==> src/rtl/cwra_pkg.sv <==
// shared types, register codes and sizes for the cache way run allocator
// no dependencies; imported by every module of the block
`default_nettype none
package cwra_pkg;

    localparam int MAX_MASK_BITS = 64;
    localparam int CFG_ADDR_W = 3;

    // register index codes (byte address bit 2)
    localparam logic CFG_CACHE_SIZE = 1'b0;
    localparam logic CFG_MASK_WIDTH = 1'b1;

    typedef struct packed {
        logic [63:0] free_mask;
        logic [30:0] request_size;
    } item_t;

    typedef struct packed {
        logic [63:0] largest_mask;
        logic [30:0] largest_bytes;
        logic [63:0] fit_mask;
        logic        fit_found;
    } result_t;

    // classified job handed from the front part to the back part
    typedef struct packed {
        logic [63:0] mask;
        logic [30:0] bin;
        logic [7:0]  need;
        logic        fit_en;
    } job_t;

    // configuration status seen by the front part
    typedef struct packed {
        logic [30:0] bin;
        logic [6:0]  width;
        logic        busy;
    } cfg_stat_t;

endpackage
`default_nettype wire

==> src/rtl/cwra_fifo.sv <==
// short job queue between the front and back parts
// depends on cwra_pkg
`default_nettype none
module cwra_fifo (
    input  wire logic           clk,
    input  wire logic           rst_n,
    input  wire logic           wr,
    input  wire cwra_pkg::job_t wdata,
    output logic                qfull,
    input  wire logic           rd,
    output logic                qempty,
    output cwra_pkg::job_t      rdata
);
    import cwra_pkg::*;

    localparam int DEPTH = 4;

    job_t       buf_reg [DEPTH];
    logic [1:0] wp_reg;
    logic [1:0] rp_reg;
    logic [2:0] cnt_reg;

    assign qfull  = (cnt_reg == 3'(DEPTH));
    assign qempty = (cnt_reg == 3'd0);
    assign rdata  = buf_reg[rp_reg];

    always_ff @(posedge clk or negedge rst_n)
    begin
        if (!rst_n)
        begin
            wp_reg  <= 2'd0;
            rp_reg  <= 2'd0;
            cnt_reg <= 3'd0;
        end
        else
        begin
            if (wr)
                wp_reg <= wp_reg + 2'd1;
            if (rd)
                rp_reg <= rp_reg + 2'd1;
            if (wr && !rd)
                cnt_reg <= cnt_reg + 3'd1;
            else if (rd && !wr)
                cnt_reg <= cnt_reg - 3'd1;
        end
    end

    always_ff @(posedge clk)
    begin
        if (wr)
            buf_reg[wp_reg] <= wdata;
    end

endmodule
`default_nettype wire

==> config.mk <==
export PLATFORM = sky130hd
export DESIGN_NAME = cwra_fifo
export DESIGN_NICKNAME = d
export VERILOG_FILES = /design/src/rtl/cwra_pkg.sv /design/src/rtl/cwra_fifo.sv
export SDC_FILE = /design/constraint.sdc
export NUM_CORES = 1
export LEC_CHECK = 0
export BUFFER_PORTS_ARGS = -buffer_cell sky130_fd_sc_hd__buf_2
export CAP_MARGIN = 20
export CORE_UTILIZATION = 60
export DETAILED_ROUTE_END_ITERATION = 8
export GPL_ROUTABILITY_DRIVEN = 1
export PLACE_DENSITY = 0.83
export SLEW_MARGIN = 20
export SYNTH_ARGS = -nofsm -noshare
export SYNTH_HDL_FRONTEND = slang
export SYNTH_SLANG_ARGS = --single-unit
==> constraint.sdc <==
create_clock -name clk -period 7.4 [get_ports clk]
set_input_delay 1.48 -clock clk [delete_from_list [all_inputs] [get_ports clk]]
set_output_delay 1.48 -clock clk [all_outputs]
set_load 0.02 [all_outputs]
==> flow_summary.json <==
{
  "status": "finished clean",
  "dp_slack_ps": 3100,
  "fp.dieW_um": 162,
  "crit_arrival_ps": 3210,
  "synth_async_sr_flop_share_pct": 1.65,
  "r2r-start": "wp_reg[1]",
  "min_path_type": "reg2reg",
  "cts.repair.resized": 0,
  "routed_wl_mm": 29.4,
  "finalPower_mw": 7.45,
  "via_count": 7017,
  "clkTransAtPathRegs_ps": 50,
  "wire_per_inst_um": 25.0,
  "syn_nets": 692,
  "cp_cell_sequence": "buf_4, mux4_2, buf_2",
  "grt_pass1_wl_mm": 43.8,
  "largest_register_ffs": 416,
  "worst_clock_skew_ps": 9.32,
  "synth-main-ff-cell": "edfxtp_1",
  "fin_util_pct": 71.4,
  "cts_tree": "built",
  "worstPathRequired_ps": 5920,
  "drt_iter0_markers": 553,
  "max_freq_mhz": 213,
  "drive_above_1_share_pct": 45.4,
  "setup.worst_path.start": "rp_reg[0]",
  "post_cts_buffers": 0,
  "clkSinkCount": 423,
  "syn2layout_area_growth_pct": 16.9,
  "drv_cap": 0,
  "grt_overflow": 0,
  "worst_slack_ps": 2710,
  "gp_congestion": 0.746,
  "r2r-end": "buf_reg[1][92]",
  "dieArea_um2": 26300,
  "power_density_nw_per_um2": 414,
  "fin_crit_sh_pct": 63.4,
  "seq_power_share_pct": 45.6,
  "slowest_delay_ps": 1080,
  "clkLatencyLatePin_ps": 520,
  "yosysSeqAreaShare_pct": 82.3,
  "instances_no_fill": 1180,
  "postRouteAntennaNets": 0,
  "grt_antenna_before_repair": 6,
  "leakage_nw": 6.14,
  "synth_top_area_share_pct": 81.2,
  "place_hpwl_mm": 17.1,
  "synth_warnings": 0,
  "synth_area_um2": 15400,
  "combPwrFrac_pct": 29.2,
  "first_pass_iters": 4,
  "finalMaxSlewViolations": 0,
  "synth_common_cells": "edfxtp_1, mux4_2, buf_2, dfrtp_1",
  "io_buffers": 213,
  "cts_inserted_buffers": 41,
  "finalSetupViolations": 0,
  "p_sw_mw": 2.35,
  "rsz0062_at_grt": "false",
  "finalHoldViolations": 0,
  "cts_root_buf": "clkbuf_16",
  "fp.dieH_um": 162,
  "clock_path_buffers": 3,
  "grt_pass1_vias": 7454,
  "worst_pin_slew_ps": 1010,
  "drc_errors": 0,
  "num_rows": 58,
  "syn_area_per_cell_um2": 26.6,
  "worstPathMaxFanout": 51,
  "end_kind": "output port",
  "postCtsHoldBufs": 0,
  "synth_area_leaders": "edfxtp_1, mux4_2, dfrtp_1",
  "ctsHtreeMaxLevel": 2,
  "post_synth_num_cell_types": 20,
  "rr_worst_depth": 4,
  "placed_area_um2": 16800,
  "worstSetupEndpoint": "rdata[75]",
  "critPathLaunchType": "flop",
  "path_class": "reg2out",
  "whs_ps": 496,
  "ys_ff_latch": 423,
  "start_util_pct": 61.1,
  "synth-edff-count": 416,
  "ir_worst_vdd_mv": 0.311,
  "min_period_ps": 4690,
  "intPower_mw": 5.11,
  "max_slew_margin_pct": 32.7,
  "reg2reg_slack_ps": 4850,
  "postSynthCellCount": 578,
  "nNetsFinal": 931,
  "fillers": 1416,
  "final_area_um2": 18000,
  "setup_tns_ps": 0,
  "cp_slowest_cell": "dfrtp_4",
  "vias_per_cell": 5.95,
  "grt_start_max_net_pins": 60,
  "core-area_um2": 25200,
  "synth_most_common_cell": "edfxtp_1",
  "yosys.area.top_type": "edfxtp_1",
  "grt_usage_pct": 22.9,
  "power.share.switching_pct": 31.5,
  "pin_count": 214,
  "dp.cells": 1104,
  "clkPwrFrac_pct": 25.2
}
worst min path at each step:
stage,cells after the start,end,slack [ps],startpoint
CTS,1,cnt_reg[2],500,cnt_reg[2]
global placement,1,cnt_reg[2],470,cnt_reg[2]
floorplan,1,cnt_reg[2],460,cnt_reg[2]
global route,1,cnt_reg[2],510,cnt_reg[2]
finish,1,cnt_reg[2],500,cnt_reg[2]
detailed placement,1,cnt_reg[2],490,cnt_reg[2]
cell type report:
type	count	area [µm²]	share of cell area, %
inverters	4	15.0	0.0835
clock buffers	56	1120	6.25
flip-flops and latches	423	12700	70.5
clock inverters	16	81.3	0.452
multi-input cells	127	2550	14.2
diodes	4	10.0	0.0556
repair buffers	220	1120	6.22
well taps	330	413	2.30
logic make-up (layout without fill, tap and decap cells):
family                     Yosys count  after routing  synth area share [%]
muxes                              105            105                  15.3
buffers and inverters               28            296                  1.16
DFF                                423            423                  82.3
xor gates and xnor gates             6              6                 0.341
AOI/OAI and AO/OA                    1              1                0.0325
adders and majority gates            6              6                 0.537
other                                0              4                     0
and+or+nand+nor                      9              9                 0.317
power groups by stage:
stage | Combinational [mW] | Sequential, mW | Clock (mW)
after CTS | 2.21 | 3.41 | 1.91
after global placement | 2.14 | 3.41 | 0
after global routing | 2.31 | 3.45 | 1.99
final | 2.18 | 3.40 | 1.88
after detailed placement | 2.19 | 3.45 | 0
after floorplan | 1.68 | 3.29 | 0
cell usage in the layout, fill, tap and decap left out, drive strengths merged:
cell,n
xnor2,2
clkinvlp,2
xor2,4
and2,4
ha,5
nor3b,1
fa,1
nor3,1
clkinv,13
edfxtp,416
mux2,1
o21ai,1
nor2,1
clkbuf,56
inv,5
mux4,104
diode,4
buf,220
nand2,2
dfrtp,7
layer usage:
metal	global-route usage, %	wire, µm	up-vias	share of wire (%)
met5	0	46	-	0.16
met4	7.12	633	8	2.1
met3	5.87	2400	63	8.2
met2	39.0	15400	328	52
met1	29.2	11000	3637	37
li1	-	-	2981	-
worst max-delay path: cells and delay by family, from the launching register on:
kind                   cells  cell delay (ps)
flip-flops                 1             1080
multiplexers               1              620
buffers and inverters      2              900
(Power assumes the default switching activity.)
