## config.mk

```make
export PLATFORM = sky130hd
export DESIGN_NAME = cwra_front
export DESIGN_NICKNAME = d
export VERILOG_FILES = /design/src/rtl/cwra_pkg.sv /design/src/rtl/cwra_front.sv
export SDC_FILE = /design/constraint.sdc
export NUM_CORES = 2
export LEC_CHECK = 0
export BUFFER_PORTS_ARGS = -buffer_cell sky130_fd_sc_hd__buf_2
export CELL_PAD_IN_SITES_DETAIL_PLACEMENT = 1
export CELL_PAD_IN_SITES_GLOBAL_PLACEMENT = 1
export CORE_ASPECT_RATIO = 1.25
export CORE_UTILIZATION = 45
export CTS_BUF_LIST = sky130_fd_sc_hd__clkbuf_8
export CTS_CLUSTER_SIZE = 25
export DETAILED_ROUTE_END_ITERATION = 12
export PLACE_DENSITY_LB_ADDON = 0.12
export SYNTH_ARGS = -nofsm -noshare
export SYNTH_HDL_FRONTEND = slang
export SYNTH_SLANG_ARGS = --single-unit
```

## constraint.sdc

```tcl
create_clock -name clk -period 47.3 [get_ports clk]
set_clock_uncertainty 0.05 [all_clocks]
set_input_delay 9.46 -clock clk [delete_from_list [all_inputs] [get_ports clk]]
set_output_delay 9.46 -clock clk [all_outputs]
set_load 0.005 [all_outputs]
```

## src/rtl/cwra_pkg.sv

```systemverilog
// shared types, register codes and sizes for the cache way run allocator
// no dependencies; imported by every module of the block
`default_nettype none
package cwra_pkg;

    localparam int MAX_MASK_BITS = 64;
    localparam int CFG_ADDR_W = 3;

    // register index codes (byte address bit 2)
    localparam logic CFG_CACHE_SIZE = 1'b0;
    localparam logic CFG_MASK_WIDTH = 1'b1;

    typedef struct packed {
        logic [63:0] free_mask;
        logic [30:0] request_size;
    } item_t;

    typedef struct packed {
        logic [63:0] largest_mask;
        logic [30:0] largest_bytes;
        logic [63:0] fit_mask;
        logic        fit_found;
    } result_t;

    // classified job handed from the front part to the back part
    typedef struct packed {
        logic [63:0] mask;
        logic [30:0] bin;
        logic [7:0]  need;
        logic        fit_en;
    } job_t;

    // configuration status seen by the front part
    typedef struct packed {
        logic [30:0] bin;
        logic [6:0]  width;
        logic        busy;
    } cfg_stat_t;

endpackage
`default_nettype wire

```

## src/rtl/cwra_front.sv

```systemverilog
// front part: captures items, masks to the width and works out bins needed
// depends on cwra_pkg
`default_nettype none
module cwra_front (
    input  wire logic                clk,
    input  wire logic                rst_n,
    input  wire logic                push,
    output logic                     full,
    input  wire cwra_pkg::item_t     item,
    input  wire cwra_pkg::cfg_stat_t stat,
    output logic                     job_valid,
    input  wire logic                job_full,
    output cwra_pkg::job_t           job
);
    import cwra_pkg::*;

    localparam int FS = 8;

    typedef struct packed {
        logic [63:0] mask;
        logic [30:0] bin;
        logic [30:0] rem;
        logic [6:0]  quo;
        logic        over;
        logic        req_nz;
    } fstage_t;

    fstage_t    st_reg [FS];
    logic [FS-1:0] v_reg;
    fstage_t    st_next [FS];
    logic       en;
    logic       acc;
    logic [63:0] width_ones;
    logic [7:0] need;

    assign en   = !v_reg[FS-1] || !job_full;
    assign full = !en || stat.busy;
    assign acc  = push && !full;

    // capture stage and the quotient overflow check
    always_comb
    begin
        if (stat.width[6])
            width_ones = '1;
        else
            width_ones = (64'd1 << stat.width[5:0]) - 64'd1;
        st_next[0].mask   = item.free_mask & width_ones;
        st_next[0].bin    = stat.bin;
        st_next[0].rem    = item.request_size;
        st_next[0].quo    = 7'd0;
        st_next[0].over   = ({7'd0, item.request_size} >= {stat.bin, 7'd0});
        st_next[0].req_nz = (item.request_size != 31'd0);
    end

    // one quotient bit per stage, most significant first
    always_comb
    begin
        for (int s = 1; s < FS; s++)
        begin
            logic [37:0] dsh;
            dsh = {7'd0, st_reg[s-1].bin} << (FS - 1 - s);
            st_next[s] = st_reg[s-1];
            if ({7'd0, st_reg[s-1].rem} >= dsh)
            begin
                st_next[s].rem = 31'({7'd0, st_reg[s-1].rem} - dsh);
                st_next[s].quo[FS-1-s] = 1'b1;
            end
        end
    end

    always_ff @(posedge clk or negedge rst_n)
    begin
        if (!rst_n)
            v_reg <= '0;
        else if (en)
            v_reg <= {v_reg[FS-2:0], acc};
    end

    always_ff @(posedge clk)
    begin
        if (en)
        begin
            for (int s = 0; s < FS; s++)
                st_reg[s] <= st_next[s];
        end
    end

    // round up and classify
    always_comb
    begin
        need = {1'b0, st_reg[FS-1].quo} + {7'd0, (st_reg[FS-1].rem != 31'd0)};
        job.mask   = st_reg[FS-1].mask;
        job.bin    = st_reg[FS-1].bin;
        job.need   = need;
        job.fit_en = st_reg[FS-1].req_nz && (st_reg[FS-1].bin != 31'd0) &&
                     !st_reg[FS-1].over && (need <= 8'(MAX_MASK_BITS));
    end

    assign job_valid = v_reg[FS-1] && !job_full;

endmodule
`default_nettype wire

```

==> reports/qor_table.md <==
| Parameter | Reported |
|:---|:---|
| Status | complete, no violations |
| Overall die area | 108000 sq um |
| Final weighted congestion in routability-driven placement | 0.911 |
| Hold buffer count at cts | 0 |
| Post-CTS setup buffer count | 0 |
| Type of the worst setup path | input pin to primary output |
| Met2 wire length | 52800 microns |
| End point of the worst hold path | st_reg[0][230] |
| Synth async-reset ratio | 0.755% |
| Share of the synthesized area in compound gates (AO/OA/AOI/OAI) | 10.6% |
| Measured slew at the worst slew-check pin | 1200 ps |
| Hold crit path type | register to register |
| Crit path DAT | 9950 ps |
| Netlist cell types | 79 |
| Total power per unit cell area | 77.3 nW/um^2 |
| Number of placement rows | 133 |
| Remaining global-route overflow | 0 |
| Vias in the first global route | 29700 |
| Final setup violation count | 0 |
| Clock-pin transition on the worst setup and hold timing paths | 70 ps |
| Area growth from synthesis to layout | 11.1% |
| Top cell type's share of synthesized area | 66.0% |
| Area inside the core boundary | 105000 sq um |
| Largest net degree at the start of global routing | 187 |
| Post-synthesis net count | 3889 |
| RSZ-0062 raised after global routing | no |
| Number of flip-flops and latches in the synthesized netlist | 1060 |
| Combinational family with the most area after synthesis | compound AO/OA/AOI/OAI gates |
| Clock Tree Buf Depth | 3 |
| Tot GR Track Use | 19.6% |
| Antenna violations before repair | 1 |
| Top-level I/O count | 244 |
| Max reg flops | 1052 |
| Worst setup EP type | primary output |
| Post-synthesis share of cell area spent on and, or, nand and nor gates | 7.52% |
| Die extent in y | 367 microns |
| Synth Flop Type | sky130_fd_sc_hd__edfxtp_1 |
| Synth warn | 0 |
| Via density per instance | 5.20 |
| Leakage | 21.5 nW |
| Most common cell after layout, fill and taps aside | sky130_fd_sc_hd__edfxtp_1 |
| Max Fanout on Critical Path | 14 |
| Min-delay src | st_reg[0][95] |
| Starting DRT DRC Count | 1242 |
| Post-Synth Adder-Cell Area | 6.12% |
| Final Instance Count excl. Fillers | 5323 |
| Inst Count DP | 5027 |
| Syn Inst Count | 3521 |
| Total iterations of the first detailed-routing run | 5 |
| Post-DP HPWL | 77700 microns |
| Layout cell share with drive strength beyond 1 | 14.5% |
| RR Endpoint | st_reg[1][394] |
| Final hold violation count | 0 |
| Total CTS buffers | 164 |
| Floorplan die width | 294 microns |
| Highest signal layer in the routed design | met4 |
| Post-CTS sizing | 0 |
| Max-capacitance violation count | 0 |
| Highest achievable clock rate | 51.4 MHz |
| Number of buffers added on ports | 243 |
| CP Launch Type | input pin |
| Main area contributors after synthesis | sky130_fd_sc_hd__edfxtp_1 66%, sky130_fd_sc_hd__ha_1 5.8%, sky130_fd_sc_hd__a21oi_1 2.4%, sky130_fd_sc_hd__inv_1 2.1%, sky130_fd_sc_hd__o21ai_0 2.0% |
| Multiplexer share of the synthesized area | 1.56% |
| Register area share after synthesis | 66.4% |
| Worst Hold Depth | 0 |
| Synthesized area divided by synthesized cell count | 13.6 sq um |
| Max VDD drop | 32.6 uV |
| Initial core utilization | 45.4% |
| TritonCTS clock tree | yes |
| Number of pins with negative max-slew slack in the final report | 0 |
| Detailed-route DRC error count | 0 |
| Synth Area in XOR/XNOR | 3.46% |
| Number of sinks on the clock net | 1060 |
| Wire length of the first global-routing pass | 163000 microns |
| Count of filler cells inserted in the layout | 10600 |
| Cell area after technology mapping | 47900 sq um |
| Routed met1 length | 43700 microns |
| Post-synth EDFFs | 1052 |
| Clock Root Buffer | sky130_fd_sc_hd__clkbuf_8 |
| Tcrit/Tclk final | 41.1% |
| Combined area of the multi-input logic cells | 14100 sq um |
| Setup slack of the worst register-to-register path | 42090 ps |
| WP data required | 37790 ps |
| Final Routed Wirelength | 105000 microns |
| Insertion delay to the later sink of the worst-skew pair | 870 ps |
| Post-route antenna net violation count | 0 |
| Final Net Count | 4144 |
| Worst Reg2Reg Path Length in Cells | 6 |
| Cell taking the most area after synthesis | sky130_fd_sc_hd__edfxtp_1 |
| Final Critical Period | 19460 ps |
| Final sum of negative setup slack | 0 ps |
| Normalized max-slew margin | 19.7% |
| Commonest cells after routing, fill and taps aside | 1052 x sky130_fd_sc_hd__edfxtp_1, 304 x sky130_fd_sc_hd__inv_1, 243 x sky130_fd_sc_hd__buf_2 |
| H-tree depth reported by CTS | 4 |
| Final routed wire length divided by cell count | 19.6 microns |
| Origin of the critical flop-to-flop path | v_reg[7] |
| Detailed route wirelength on metal3 | 3100 microns |
| Storage element area | 31800 sq um |
| Total vias in the final route | 27700 |
==> cells by family after synthesis <==
group	after synthesis
flops	1060
fa+ha+maj	230
simple gates	737
compound gates	803
mux	61
xor+xnor	189
buf+inv	441
==> critical path, stage by stage <==
cell	delay, ps
sky130_fd_sc_hd__buf_2	130
sky130_fd_sc_hd__nand2_4	170
sky130_fd_sc_hd__nand2b_1	70
sky130_fd_sc_hd__buf_2	130
==> per-layer routing <==
layer  up-vias  track usage, %
li1      13500               -
met1     13500            23.0
met2       513            34.0
met3       212            3.25
met4         0            10.7
met5         -               0
==> power breakdown <==
group / internal, mW / switching [mW]
clock network: 0.371 / 0.357
registers: 1.62 / 0.197
logic: 0.616 / 0.948
total: 2.61 / 1.50
==> cells in the mapped netlist (54+ instances only) <==
| cell | number |
|---|---|
| sky130_fd_sc_hd__edfxtp_1 | 1052 |
| sky130_fd_sc_hd__buf_4 | 99 |
| sky130_fd_sc_hd__o21ai_0 | 192 |
| sky130_fd_sc_hd__nand2_1 | 232 |
| sky130_fd_sc_hd__xor2_1 | 81 |
| sky130_fd_sc_hd__a21oi_1 | 230 |
| sky130_fd_sc_hd__clkbuf_1 | 54 |
| sky130_fd_sc_hd__ha_1 | 223 |
| sky130_fd_sc_hd__nor2_1 | 163 |
| sky130_fd_sc_hd__a21o_1 | 112 |
| sky130_fd_sc_hd__xnor2_1 | 108 |
| sky130_fd_sc_hd__inv_1 | 268 |
==> metrics by stage <==
| step | worst slack (ps) | power, mW | utilization (%) | area [sq um] | hold WS (ps) |
|---|---|---|---|---|---|
| detailed placement | 27830 | 3.41 | 47.5 | 50000 | 355 |
| CTS | 27830 | 4.16 | 50.5 | 53100 | 354 |
| global placement | 27840 | 3.34 | 47.5 | 50000 | 351 |
| finish | 27840 | 4.11 | 50.5 | 53200 | 357 |
| floorplan | 5420 | 3.19 | - | 47900 | 350 |
| global route | 27790 | 4.39 | 50.5 | 53200 | 367 |
==> cell type report <==
class                   instances  share of cell area (%)
flip-flops and latches       1060                    59.8
multi-input cells            2020                    26.5
clock buffers                 165                    4.27
well taps                    1417                    3.34
repair buffers                262                    2.60
inverters                     268                    1.89
clock inverters               128                    1.62
diodes                          3                  0.0141
==> worst max path at each step <==
stage	start	to	slack [ps]
CTS	job_full	full	27830
finish	job_full	full	27840
detailed placement	job_full	full	27830
global placement	job_full	full	27840
floorplan	job_full	full	5420
global route	job_full	full	27790
No activity file was read; power rests on OpenSTA's default activity.
