[src/rtl/cwra_pkg.sv]
// shared types, register codes and sizes for the cache way run allocator
// no dependencies; imported by every module of the block
`default_nettype none
package cwra_pkg;

    localparam int MAX_MASK_BITS = 64;
    localparam int CFG_ADDR_W = 3;

    // register index codes (byte address bit 2)
    localparam logic CFG_CACHE_SIZE = 1'b0;
    localparam logic CFG_MASK_WIDTH = 1'b1;

    typedef struct packed {
        logic [63:0] free_mask;
        logic [30:0] request_size;
    } item_t;

    typedef struct packed {
        logic [63:0] largest_mask;
        logic [30:0] largest_bytes;
        logic [63:0] fit_mask;
        logic        fit_found;
    } result_t;

    // classified job handed from the front part to the back part
    typedef struct packed {
        logic [63:0] mask;
        logic [30:0] bin;
        logic [7:0]  need;
        logic        fit_en;
    } job_t;

    // configuration status seen by the front part
    typedef struct packed {
        logic [30:0] bin;
        logic [6:0]  width;
        logic        busy;
    } cfg_stat_t;

endpackage
`default_nettype wire

[src/rtl/cwra_back.sv]
// back part: scans runs eight bits a stage and builds the result masks
// depends on cwra_pkg
`default_nettype none
module cwra_back (
    input  wire logic           clk,
    input  wire logic           rst_n,
    input  wire logic           qempty,
    input  wire cwra_pkg::job_t job,
    output logic                qrd,
    output logic                empty,
    input  wire logic           pop,
    output cwra_pkg::result_t   result
);
    import cwra_pkg::*;

    localparam int BS = 8;
    localparam int BPS = MAX_MASK_BITS / BS;

    typedef struct packed {
        logic [63:0] mask;
        logic [30:0] bin;
        logic [7:0]  need;
        logic        fit_en;
        logic [6:0]  cur;
        logic [6:0]  best_len;
        logic [6:0]  best_end;
        logic        fit_ok;
        logic [6:0]  fit_len;
        logic [6:0]  fit_end;
    } scan_t;

    scan_t         st_reg [BS];
    scan_t         st_next [BS];
    logic [BS-1:0] v_reg;
    result_t       out_reg;
    logic          out_v_reg;
    logic          en;

    // one run step at position pos
    function automatic scan_t run_step(scan_t s, logic bitv, logic [6:0] pos);
        scan_t r;
        r = s;
        if (bitv)
        begin
            r.cur = s.cur + 7'd1;
            if (r.cur > s.best_len)
            begin
                r.best_len = r.cur;
                r.best_end = pos + 7'd1;
            end
        end
        else
        begin
            if (s.fit_en && s.cur != 7'd0 && {1'b0, s.cur} >= s.need &&
                (!s.fit_ok || s.cur < s.fit_len))
            begin
                r.fit_ok  = 1'b1;
                r.fit_len = s.cur;
                r.fit_end = pos;
            end
            r.cur = 7'd0;
        end
        return r;
    endfunction

    function automatic logic [63:0] run_mask(logic [6:0] len, logic [6:0] low);
        logic [63:0] m;
        if (len == 7'd0)
            m = 64'd0;
        else if (len[6])
            m = '1;
        else
            m = (64'd1 << len[5:0]) - 64'd1;
        return m << low[5:0];
    endfunction

    assign en    = !out_v_reg || pop;
    assign qrd   = en && !qempty;
    assign empty = !out_v_reg;

    // scan stages, the last one also closes the final run
    always_comb
    begin
        scan_t s0;
        s0.mask     = job.mask;
        s0.bin      = job.bin;
        s0.need     = job.need;
        s0.fit_en   = job.fit_en;
        s0.cur      = 7'd0;
        s0.best_len = 7'd0;
        s0.best_end = 7'd0;
        s0.fit_ok   = 1'b0;
        s0.fit_len  = 7'd0;
        s0.fit_end  = 7'd0;
        for (int j = 0; j < BS; j++)
        begin
            scan_t s;
            logic [6:0] pos;
            s = (j == 0) ? s0 : st_reg[j == 0 ? 0 : j-1];
            for (int k = 0; k < BPS; k++)
            begin
                pos = 7'(j * BPS + k);
                s = run_step(s, s.mask[pos[5:0]], pos);
            end
            if (j == BS - 1)
                s = run_step(s, 1'b0, 7'(MAX_MASK_BITS));
            st_next[j] = s;
        end
    end

    always_ff @(posedge clk or negedge rst_n)
    begin
        if (!rst_n)
        begin
            v_reg     <= '0;
            out_v_reg <= 1'b0;
        end
        else if (en)
        begin
            v_reg     <= {v_reg[BS-2:0], !qempty};
            out_v_reg <= v_reg[BS-1];
        end
    end

    // scan stage registers and the result build from the final scan state
    always_ff @(posedge clk)
    begin
        if (en)
        begin
            for (int j = 0; j < BS; j++)
                st_reg[j] <= st_next[j];
            out_reg.largest_mask <= run_mask(st_reg[BS-1].best_len,
                st_reg[BS-1].best_end - st_reg[BS-1].best_len);
            out_reg.largest_bytes <= 31'({31'd0, st_reg[BS-1].best_len} *
                                         {7'd0, st_reg[BS-1].bin});
            out_reg.fit_mask <= st_reg[BS-1].fit_ok ?
                run_mask(st_reg[BS-1].need[6:0],
                         st_reg[BS-1].fit_end - st_reg[BS-1].need[6:0]) : 64'd0;
            out_reg.fit_found <= st_reg[BS-1].fit_ok;
        end
    end

    assign result = out_reg;

endmodule
`default_nettype wire

[config.mk]
export PLATFORM = sky130hd
export DESIGN_NAME = cwra_back
export DESIGN_NICKNAME = d
export VERILOG_FILES = /design/src/rtl/cwra_pkg.sv /design/src/rtl/cwra_back.sv
export SDC_FILE = /design/constraint.sdc
export NUM_CORES = 2
export LEC_CHECK = 0
export BUFFER_PORTS_ARGS = -buffer_cell sky130_fd_sc_hd__buf_4
export CORE_MARGIN = 3
export CORE_UTILIZATION = 55
export CTS_BUF_LIST = sky130_fd_sc_hd__clkbuf_4 sky130_fd_sc_hd__clkbuf_8
export CTS_CLUSTER_SIZE = 10
export DETAILED_ROUTE_END_ITERATION = 6
export GPL_ROUTABILITY_DRIVEN = 1
export GPL_TIMING_DRIVEN = 0
export HOLD_SLACK_MARGIN = 0.03
export PLACE_DENSITY = 0.72
export SYNTH_ARGS = -nofsm -noshare
export SYNTH_HDL_FRONTEND = slang
export SYNTH_SLANG_ARGS = --single-unit
[constraint.sdc]
create_clock -name clk -period 67.3 [get_ports clk]
set_input_delay 6.73 -clock clk [delete_from_list [all_inputs] [get_ports clk]]
set_output_delay 6.73 -clock clk [all_outputs]
set_load 0.03 [all_outputs]
==> run_results.csv <==
group,metric,value,unit
outcome,outcome,"complete, no violations",
logic_synthesis,yosys_warnings,0,
critical_path,r2r-start,"st_reg[1][323]",
logic_synthesis,synthesis.area,95100,um2
floorplanning,fp.coreArea,171000,um2
final_layout,nets,12700,
clock_network,ctsResizeCount,0,
logic_synthesis,yosysSeqAreaShare,30.2,%
routing,drt.antenna.violating_nets,0,
sta,tightest_slew,1.32,ns
sta,fin_worst_skew,0.0514,ns
hold_path,min-delay-start,"st_reg[0][409]",
clock_network,cts.sink_count,958,
routing,post_drt_wl_per_cell,21.4,um
floorplanning,die_h,422,um
global_route,track_usage,31.6,%
logic_synthesis,synth_xor_area_share,2.63,%
clock_network,cts_root_buffer,"clkbuf_8",
global_route,grt.overflow.total,0,
critical_path,cp_max_fo,10,
clock_network,cts-buffers-inserted,165,
critical_path,rrSetupSlack,48.13,ns
logic_synthesis,synthMuxAreaShare,7.25,%
critical_path,start_kind,"register",
clock_network,clk_latency,0.93,ns
placement,detailed_place_hpwl,233000,um
critical_path,reg2reg_depth,82,
routing,drt-initial-drc-count,6856,
critical_path,crit_path_end_kind,"register",
logic_synthesis,synth_top_family_by_area,"adder cells",
sta,relSlewSlack,10.7,%
floorplanning,io_pins,270,
final_layout,mostFrequentLayoutCells,"1308 x ha_1, 1129 x nand2_1, 949 x edfxtp_1",
final_layout,final_area,104000,um2
floorplanning,dieArea,178000,um2
logic_synthesis,ys.flop_type,"edfxtp_1",
hold_path,min_to,"st_reg[0][549]",
floorplanning,die_w,422,um
global_route,grt_max_degree,112,
logic_synthesis,ys_async_sr_fraction,0.939,%
placement,io_buffer_count,266,
final_layout,area_growth,9.01,%
routing,via_per_inst,6.12,
sta,drv_slew,0,
critical_path,crit_type,"reg2reg",
floorplanning,initial_core_util,55.7,%
global_route,antenna_found_initial,7,
sta,final-hold-violation-count,0,
logic_synthesis,synth.distinct_cells,118,
run,max_cap_violations,0,
sta,timing.setup.tns,0,ns
routing,drt-total-wl,290000,um
routing,dr_total_vias,82900,
logic_synthesis,synthAdderAreaFrac,19.9,%
sta,period_minus_slack,19.17,ns
global_route,grt_pass1_vias,81100,
clock_network,postCtsHoldBufs,0,
critical_path,reg2reg_to,"st_reg[1][420]",
final_layout,final_common_cell,"ha_1",
placement,gp_congestion,0.981,
clock_network,htreeDepth,4,
sta,max_freq,52.2,MHz
clock_network,post_cts_buffers,0,
final_layout,nFillCells,15000,
final_layout,largest_reg_flops,789,
routing,drc,0,
logic_synthesis,synth-simple-area-share,17.6,%
placement,dpl_cell_area,100000,um2
global_route,grt_pass1_wl,453000,um
logic_synthesis,synth_compound_area_share,17.1,%
clock_network,cts.path.max_buffers,3,
routing,firstDrtPassIters,6,
critical_path,critical_path.slowest_cell,"a2111oi_2",
critical_path,crit_top_cell,"a21oi_1",
hold_path,worst_hold_path_type,"reg2reg",
logic_synthesis,ys_ff_latch,958,
floorplanning,num_rows,151,
sta,rsz0062_at_grt,"no",
critical_path,slowest_delay,0.61,ns
clock_network,cts.reportedPaths.clkPinSlew,0.06,ns
hold_path,holdPathStages,0,
logic_synthesis,avgSynthCellArea,8.91,um2
critical_path,cp.arrival,19.86,ns
placement,placed_cells,13300,
logic_synthesis,syn_inst,10700,
logic_synthesis,synth_enable_flop_cells,949,
final_layout,fin_cells,13600,
critical_path,worstPathRequired,67.99,ns
sta,setup_viol,0,
sta,period_share,28.5,%
clock_network,tritoncts,"built",
final_layout,drive_gt1_share,8.59,%
-- metrics by stage --
step / hold slack (ns) / util, % / worst slack, ns
finish: 0.387 / 60.8 / 48.13
global route: 0.402 / 60.8 / 46.82
CTS: 0.385 / 60.7 / 48.39
detailed placement: 0.405 / 58.8 / 48.46
global placement: 0.401 / 58.6 / 26.63
floorplan: 0.400 / - / 35.58
-- synth_stat cells, types with 23 or more instances --
library cell,n,share of area (%)
or3_1,54,0.36
buf_1,30,0.12
o22ai_1,51,0.34
a31oi_1,64,0.42
a21boi_0,28,0.22
a211oi_1,94,0.74
and2_1,184,1.2
o21a_1,141,1.1
o21ai_0,701,3.7
ha_1,1308,17
edfxtp_1,949,30
a21o_1,281,2.2
inv_1,902,3.6
nor2b_1,248,1.6
nand3_1,192,1.0
nand4_1,105,0.69
fa_1,129,2.7
a211o_1,23,0.21
nor3_1,199,1.0
o21ai_1,23,0.12
clkbuf_1,343,1.4
and4_1,75,0.69
xnor2_1,176,1.6
nand2b_1,178,1.2
a21oi_1,722,3.8
o31ai_1,42,0.33
nor2_1,807,3.2
xor2_1,83,0.76
or2_2,48,0.32
nand2_1,1129,4.5
mux2_2,270,3.2
nor4_1,47,0.31
o211ai_1,56,0.44
and3_1,91,0.60
mux2i_1,379,4.0
a41oi_1,60,0.55
-- worst max path at each step --
stage,startpoint,to,slack [ns],depth (start not counted)
3_3_place_gp,pop,st_reg[1][265],26.63,3
2_1_floorplan,pop,result[0],35.58,2
3_5_place_dp,st_reg[1][323],st_reg[1][420],48.46,83
5_1_grt,st_reg[1][323],st_reg[1][420],46.82,80
4_1_cts,st_reg[1][323],st_reg[1][420],48.39,82
6_report,st_reg[1][323],st_reg[1][420],48.13,82
-- logic make-up (layout without fill, tap and decap cells) --
family / count (synthesis) / after routing
DFF: 958 / 958
adders and majority gates: 1437 / 1437
buffers and inverters: 1318 / 1886
xor gates and xnor gates: 272 / 272
and+or+nand+nor: 3461 / 3461
muxes: 652 / 652
other: 2 / 22
AOI/OAI and AO/OA: 2573 / 2573
-- per-layer routing --
| metal | global-route usage, % | share of wire (%) |
|---|---|---|
| met2 | 52.9 | 47 |
| met3 | 4.19 | 6.3 |
| met5 | 0 | 0.0045 |
| met4 | 11.1 | 3.6 |
| met1 | 42.1 | 43 |
-- critical path, delay by kind of cell, from the launching register on --
kind,cells,cell delay [ns]
and+or+nand+nor,21,2.73
buffers and inverters,9,2.77
AOI/OAI and AO/OA,40,9.11
DFF,1,0.45
muxes,3,1.13
adders and majority gates,9,2.69
-- cell type report --
cell class	instances	area [um2]	share of cell area, %
diodes	6	15.0	0.0145
plain buffers	395	1530	1.48
clock buffers	215	2660	2.56
clock inverters	77	701	0.676
inverters	923	3470	3.35
multi-input cells	8411	61400	59.3
flip-flops and latches	958	28700	27.7
well taps	2295	2870	2.77
repair buffers	276	2250	2.17
Power is not shown: default switching activity piles up to over one toggle a cycle in this logic, so the estimate is an artifact.
