[config.mk]
export PLATFORM = sky130hd
export DESIGN_NAME = cwra_cfg
export DESIGN_NICKNAME = d
export VERILOG_FILES = /design/src/rtl/cwra_pkg.sv /design/src/rtl/cwra_cfg.sv
export SDC_FILE = /design/constraint.sdc
export NUM_CORES = 1
export LEC_CHECK = 0
export BUFFER_PORTS_ARGS = -buffer_cell sky130_fd_sc_hd__buf_2
export CAP_MARGIN = 0
export CORE_ASPECT_RATIO = 1.2
export CORE_UTILIZATION = 53
export DETAILED_ROUTE_END_ITERATION = 12
export PLACE_DENSITY = 0.8
export SLEW_MARGIN = 20
export SYNTH_ARGS = -nofsm -noshare
export SYNTH_HDL_FRONTEND = slang
export SYNTH_SLANG_ARGS = --single-unit
[constraint.sdc]
create_clock -name clk -period 2.9 [get_ports clk]
set_clock_uncertainty 0.15 [all_clocks]
set_input_delay 0.29 -clock clk [delete_from_list [all_inputs] [get_ports clk]]
set_output_delay 0.29 -clock clk [all_outputs]
set_load 0.005 [all_outputs]
[src/rtl/cwra_pkg.sv]
// shared types, register codes and sizes for the cache way run allocator
// no dependencies; imported by every module of the block
`default_nettype none
package cwra_pkg;

    localparam int MAX_MASK_BITS = 64;
    localparam int CFG_ADDR_W = 3;

    // register index codes (byte address bit 2)
    localparam logic CFG_CACHE_SIZE = 1'b0;
    localparam logic CFG_MASK_WIDTH = 1'b1;

    typedef struct packed {
        logic [63:0] free_mask;
        logic [30:0] request_size;
    } item_t;

    typedef struct packed {
        logic [63:0] largest_mask;
        logic [30:0] largest_bytes;
        logic [63:0] fit_mask;
        logic        fit_found;
    } result_t;

    // classified job handed from the front part to the back part
    typedef struct packed {
        logic [63:0] mask;
        logic [30:0] bin;
        logic [7:0]  need;
        logic        fit_en;
    } job_t;

    // configuration status seen by the front part
    typedef struct packed {
        logic [30:0] bin;
        logic [6:0]  width;
        logic        busy;
    } cfg_stat_t;

endpackage
`default_nettype wire

[src/rtl/cwra_cfg.sv]
// configuration registers with apb access and a serial bin size divider
// depends on cwra_pkg
`default_nettype none
module cwra_cfg (
    input  wire logic                            clk,
    input  wire logic                            rst_n,
    input  wire logic                            psel,
    input  wire logic                            penable,
    input  wire logic                            pwrite,
    input  wire logic [cwra_pkg::CFG_ADDR_W-1:0] paddr,
    input  wire logic [31:0]                     pwdata,
    output logic      [31:0]                     prdata,
    output logic                                 pready,
    output cwra_pkg::cfg_stat_t                  stat
);
    import cwra_pkg::*;

    logic [30:0] cache_reg;
    logic [6:0]  width_reg;
    logic        busy_reg;
    logic        init_reg;
    logic [4:0]  cnt_reg;
    logic [6:0]  rem_reg;
    logic [30:0] quo_reg;
    logic [6:0]  wc;
    logic        wr;
    logic [7:0]  shifted;
    logic        qbit;
    logic [6:0]  rem_next;

    assign pready = 1'b1;
    assign wr = psel && penable && pwrite;

    // clamp the width to one through the maximum
    always_comb
    begin
        if (width_reg == 7'd0)
            wc = 7'd1;
        else if (width_reg > 7'(MAX_MASK_BITS))
            wc = 7'(MAX_MASK_BITS);
        else
            wc = width_reg;
    end

    // register read back
    always_comb
    begin
        unique case (paddr[2])
            CFG_CACHE_SIZE: prdata = {1'b0, cache_reg};
            CFG_MASK_WIDTH: prdata = {25'd0, width_reg};
            default:        prdata = 32'd0;
        endcase
    end

    // one restoring divide step per cycle
    always_comb
    begin
        shifted = {rem_reg, quo_reg[30]};
        qbit = (shifted >= {1'b0, wc});
        if (qbit)
            rem_next = 7'(shifted - {1'b0, wc});
        else
            rem_next = shifted[6:0];
    end

    always_ff @(posedge clk or negedge rst_n)
    begin
        if (!rst_n)
        begin
            cache_reg <= 31'd0;
            width_reg <= 7'(MAX_MASK_BITS);
            busy_reg  <= 1'b0;
            init_reg  <= 1'b0;
            cnt_reg   <= 5'd0;
            rem_reg   <= 7'd0;
            quo_reg   <= 31'd0;
        end
        else if (wr)
        begin
            unique case (paddr[2])
                CFG_CACHE_SIZE: cache_reg <= pwdata[30:0];
                CFG_MASK_WIDTH: width_reg <= pwdata[6:0];
                default:        cache_reg <= cache_reg;
            endcase
            busy_reg <= 1'b1;
            init_reg <= 1'b1;
        end
        else if (init_reg)
        begin
            init_reg <= 1'b0;
            quo_reg  <= cache_reg;
            rem_reg  <= 7'd0;
            cnt_reg  <= 5'd0;
        end
        else if (busy_reg)
        begin
            rem_reg <= rem_next;
            quo_reg <= {quo_reg[29:0], qbit};
            cnt_reg <= cnt_reg + 5'd1;
            if (cnt_reg == 5'd30)
                busy_reg <= 1'b0;
        end
    end

    assign stat.bin   = quo_reg;
    assign stat.width = wc;
    assign stat.busy  = busy_reg;

endmodule
`default_nettype wire

==> run_summary.xml <==
<?xml version="1.0" encoding="UTF-8"?>
<metrics>
  <group name="power">
    <metric name="intPower" unit="mW">2.89</metric>
    <metric name="total_power_density_per_cell_area" unit="nW/um^2">871</metric>
    <metric name="share_clk_of_total_power" unit="%">19.9</metric>
    <metric name="leakagePower" unit="nW">2.45</metric>
    <metric name="pwr-share-comb" unit="%">39.3</metric>
    <metric name="power.switching_fraction" unit="%">36.6</metric>
    <metric name="worst_ir_drop_vdd" unit="uV">665</metric>
    <metric name="seq_power_share" unit="%">40.8</metric>
    <metric name="power_switching" unit="mW">1.67</metric>
    <metric name="total_power" unit="mW">4.56</metric>
  </group>
  <group name="yosys">
    <metric name="synth_top_cell_area_share" unit="%">48.7</metric>
    <metric name="synth_commonest_cells" unit="">dfrtp_1 (82), nand2_1 (50), mux2_1 (38)</metric>
    <metric name="ys_seq_area_share" unit="%">49.3</metric>
    <metric name="synth_largest_area_cell" unit="">dfrtp_1</metric>
    <metric name="ys_warn_count" unit="">0</metric>
    <metric name="postSynthNetCount" unit="">439</metric>
    <metric name="yosysMostFrequentCell" unit="">dfrtp_1</metric>
    <metric name="postSynth.asyncResetShare" unit="%">100</metric>
    <metric name="dominantRegCellSynth" unit="">dfrtp_1</metric>
    <metric name="syn_inst" unit="">389</metric>
    <metric name="postSynthAreaPerCell" unit="sq um">10.8</metric>
    <metric name="synth.area.top_cells" unit="">dfrtp_1 (49%), mux2_1 (10%), mux2i_1 (7.1%), nand2_1 (4.5%), o21ai_1 (4.0%)</metric>
    <metric name="synth_edf_count" unit="">0</metric>
    <metric name="synth.lib_cells_used.distinct" unit="">51</metric>
    <metric name="post_synthesis_cell_area" unit="sq um">4220</metric>
    <metric name="yosys_register_bits" unit="">83</metric>
  </group>
  <group name="timing">
    <metric name="grt_setup_unrepaired" unit="">false</metric>
    <metric name="slew_headroom" unit="%">42.7</metric>
    <metric name="hold_viol" unit="">0</metric>
    <metric name="max_slew.worst_pin.slew" unit="ns">0.859</metric>
    <metric name="min_period_over_period" unit="%">92.6</metric>
    <metric name="timing.final.setup_violations" unit="">0</metric>
    <metric name="max_freq" unit="MHz">372</metric>
    <metric name="final_slew_viol_count" unit="">0</metric>
    <metric name="setup_tns" unit="ns">0</metric>
    <metric name="hold-worst-slack" unit="ns">0.0154</metric>
    <metric name="period_minus_slack" unit="ns">2.69</metric>
  </group>
  <group name="critical_path">
    <metric name="worst_path_required" unit="ns">2.98</metric>
    <metric name="worstPathArrival" unit="ns">2.77</metric>
    <metric name="worst_setup_path_start_kind" unit="">flop</metric>
    <metric name="worst_setup_path_type" unit="">flop to flop</metric>
    <metric name="worst-path-max-fanout" unit="">12</metric>
    <metric name="crit_path_end_kind" unit="">flop</metric>
  </group>
  <group name="placement">
    <metric name="place_hpwl" unit="microns">6320</metric>
    <metric name="place_congestion" unit="">0.842</metric>
    <metric name="placement.io_buffers" unit="">106</metric>
  </group>
  <group name="route">
    <metric name="detail_route.iter0.violations" unit="">122</metric>
    <metric name="remaining_drc_errors" unit="">0</metric>
    <metric name="vias" unit="">3308</metric>
    <metric name="antenna_left" unit="">0</metric>
    <metric name="routed_via_density" unit="">5.47</metric>
    <metric name="detail_route.wl_per_cell" unit="microns">15.8</metric>
    <metric name="detailed_route_wire_length" unit="microns">9560</metric>
    <metric name="first_pass_iters" unit="">4</metric>
  </group>
  <group name="clock_tree">
    <metric name="htreeDepth" unit="">3</metric>
    <metric name="tritoncts_clock_tree" unit="">built</metric>
    <metric name="clock_tree.root_cell" unit="">clkbuf_8</metric>
    <metric name="cts-buffers-inserted" unit="">9</metric>
    <metric name="worst_skew_pair.late_latency" unit="ns">0.35</metric>
    <metric name="clockBufferDepth" unit="">2</metric>
    <metric name="cts_setup_buffers" unit="">0</metric>
    <metric name="clk_pin_slew_worst_paths" unit="ns">0.08</metric>
    <metric name="clkSinkCount" unit="">83</metric>
  </group>
  <group name="global_route">
    <metric name="grtUsageTotal" unit="%">24.1</metric>
    <metric name="grt_pass1_vias" unit="">3272</metric>
    <metric name="wire_length_of_the_first_global_routing_pass" unit="microns">15800</metric>
    <metric name="largest_net_degree_at_the_start_of_global_routing" unit="">84</metric>
    <metric name="grt.overflow.total" unit="">0</metric>
    <metric name="antenna_violations_before_repair" unit="">0</metric>
  </group>
  <group name="hold_path">
    <metric name="worst_hold_path_type" unit="">input port to flop</metric>
  </group>
  <group name="die">
    <metric name="num_rows" unit="">35</metric>
    <metric name="core_area" unit="sq um">7710</metric>
    <metric name="die_w" unit="microns">83.4</metric>
    <metric name="starting_density_of_the_core" unit="%">54.7</metric>
    <metric name="floorplan.io_pins" unit="">112</metric>
    <metric name="die_area" unit="sq um">8320</metric>
    <metric name="fp.dieH" unit="microns">99.7</metric>
  </group>
  <group name="cells_and_area">
    <metric name="drive_gt1_share" unit="%">28.3</metric>
    <metric name="area.growth.synth_to_final" unit="%">24.1</metric>
    <metric name="antenna_cells" unit="">0</metric>
    <metric name="fill_cell_instance_count_of_the_final_layout" unit="">603</metric>
    <metric name="final_net_count" unit="">558</metric>
  </group>
  <group name="flow_run">
    <metric name="maxCapViolCount" unit="">0</metric>
  </group>
  <group name="status">
    <metric name="status" unit="">finished clean</metric>
  </group>
</metrics>
cell families (layout without fill, tap and decap cells):
| logic type | Yosys count | after routing | share of synthesized area, % |
|---|---|---|---|
| simple gates | 111 | 111 | 13.1 |
| flops | 83 | 83 | 49.3 |
| mux | 76 | 76 | 19.4 |
| compound gates | 66 | 66 | 9.70 |
| buf+inv | 35 | 159 | 3.89 |
| fa+ha+maj | 10 | 10 | 3.15 |
| xor+xnor | 6 | 6 | 1.25 |
| other cells | 2 | 2 | 0.178 |
placed cells by master, fill, tap and decap left out, types with 2 or more instances in the layout:
| master | count |
|---|---|
| clkinv_4 | 2 |
| o211ai_1 | 3 |
| nand2b_2 | 2 |
| nor2_1 | 13 |
| mux2_2 | 8 |
| clkbuf_8 | 9 |
| inv_1 | 11 |
| ha_1 | 9 |
| nor2b_1 | 26 |
| buf_2 | 105 |
| xor2_1 | 5 |
| mux2i_1 | 30 |
| o21ai_0 | 6 |
| o21ai_1 | 33 |
| nand2b_1 | 2 |
| buf_4 | 3 |
| dlygate4sd3_1 | 22 |
| nand2_1 | 50 |
| bufinv_16 | 2 |
| a21oi_1 | 7 |
| nand4_1 | 3 |
| nor3_1 | 3 |
| o221ai_1 | 2 |
| dfrtp_1 | 81 |
| nor3b_1 | 3 |
| mux2_1 | 38 |
| a22oi_1 | 2 |
| conb_1 | 2 |
final cells by class:
type	instances	area [sq um]	area share [%]
inverter	12	45.0	0.861
multi-input combinational	271	2000	38.2
clock buffer	10	128	2.44
clock inverter	6	90.1	1.72
sequential	83	2080	39.7
tap	92	115	2.20
timing repair buffer	131	779	14.9
per-stage QoR:
| step | cell area [sq um] | setup WS, ns | instances | utilization [%] |
|---|---|---|---|---|
| 6_report | 5230 | 0.213 | 605 | 67.9 |
| 3_5_place_dp | 4780 | 0.101 | 567 | 62.1 |
| 2_1_floorplan | 4220 | 0.456 | 389 | - |
| 5_1_grt | 5230 | 0.00909 | 605 | 67.9 |
| 4_1_cts | 5210 | 0.0773 | 604 | 67.6 |
| 3_3_place_gp | 4780 | 0.195 | 567 | 62.1 |
worst max-delay path, cell delays in order, from the launching register on:
cell and delay (ns):
dfstp_2 0.57, inv_1 0.12, nand2_1 0.10, inv_1 0.08, fa_1 0.47, nand2b_2 0.21
o2bb2ai_2 0.15, a31oi_4 0.33, o21ai_1 0.13, a32o_1 0.27
worst paths after layout:
check	from	end	slack, ns	cells past startpoint
min in group asynchronous	rst_n	cache_reg[19]	0.39	2
max reg2reg	width_reg[6]	rem_reg[1]	0.21	9
max in group asynchronous	rst_n	init_reg	1.66	2
min	pwdata[0]	width_reg[0]	0.02	2
max	width_reg[6]	rem_reg[1]	0.21	9
min reg2reg	rem_reg[6]	rem_reg[6]	0.35	2
repair_timing:
action	in CTS	in global routing
hold buffers	21	1
resized for setup	0	1
endpoints found under the hold margin	30	1
endpoints found under the setup margin	0	7
power groups by stage:
stage          Sequential, mW  Combinational (mW)  Clock [mW]
3_3_place_gp             1.85                1.65           0
4_1_cts                  1.86                1.77       0.919
3_5_place_dp             1.87                1.73           0
5_1_grt                  1.91                1.99       0.970
2_1_floorplan            1.80                1.21           0
6_report                 1.86                1.79       0.906
layer usage:
| metal | track usage (%) | share of wire [%] | wire (microns) | up-vias |
|---|---|---|---|---|
| met5 | 0 | 0 | 0 | - |
| met4 | 6.91 | 1.2 | 116 | 0 |
| met3 | 6.72 | 5.4 | 519 | 10 |
| met2 | 41.8 | 52 | 4960 | 99 |
| met1 | 29.7 | 41 | 3970 | 1619 |
| li1 | - | - | - | 1580 |
(Power assumes the default switching activity.)
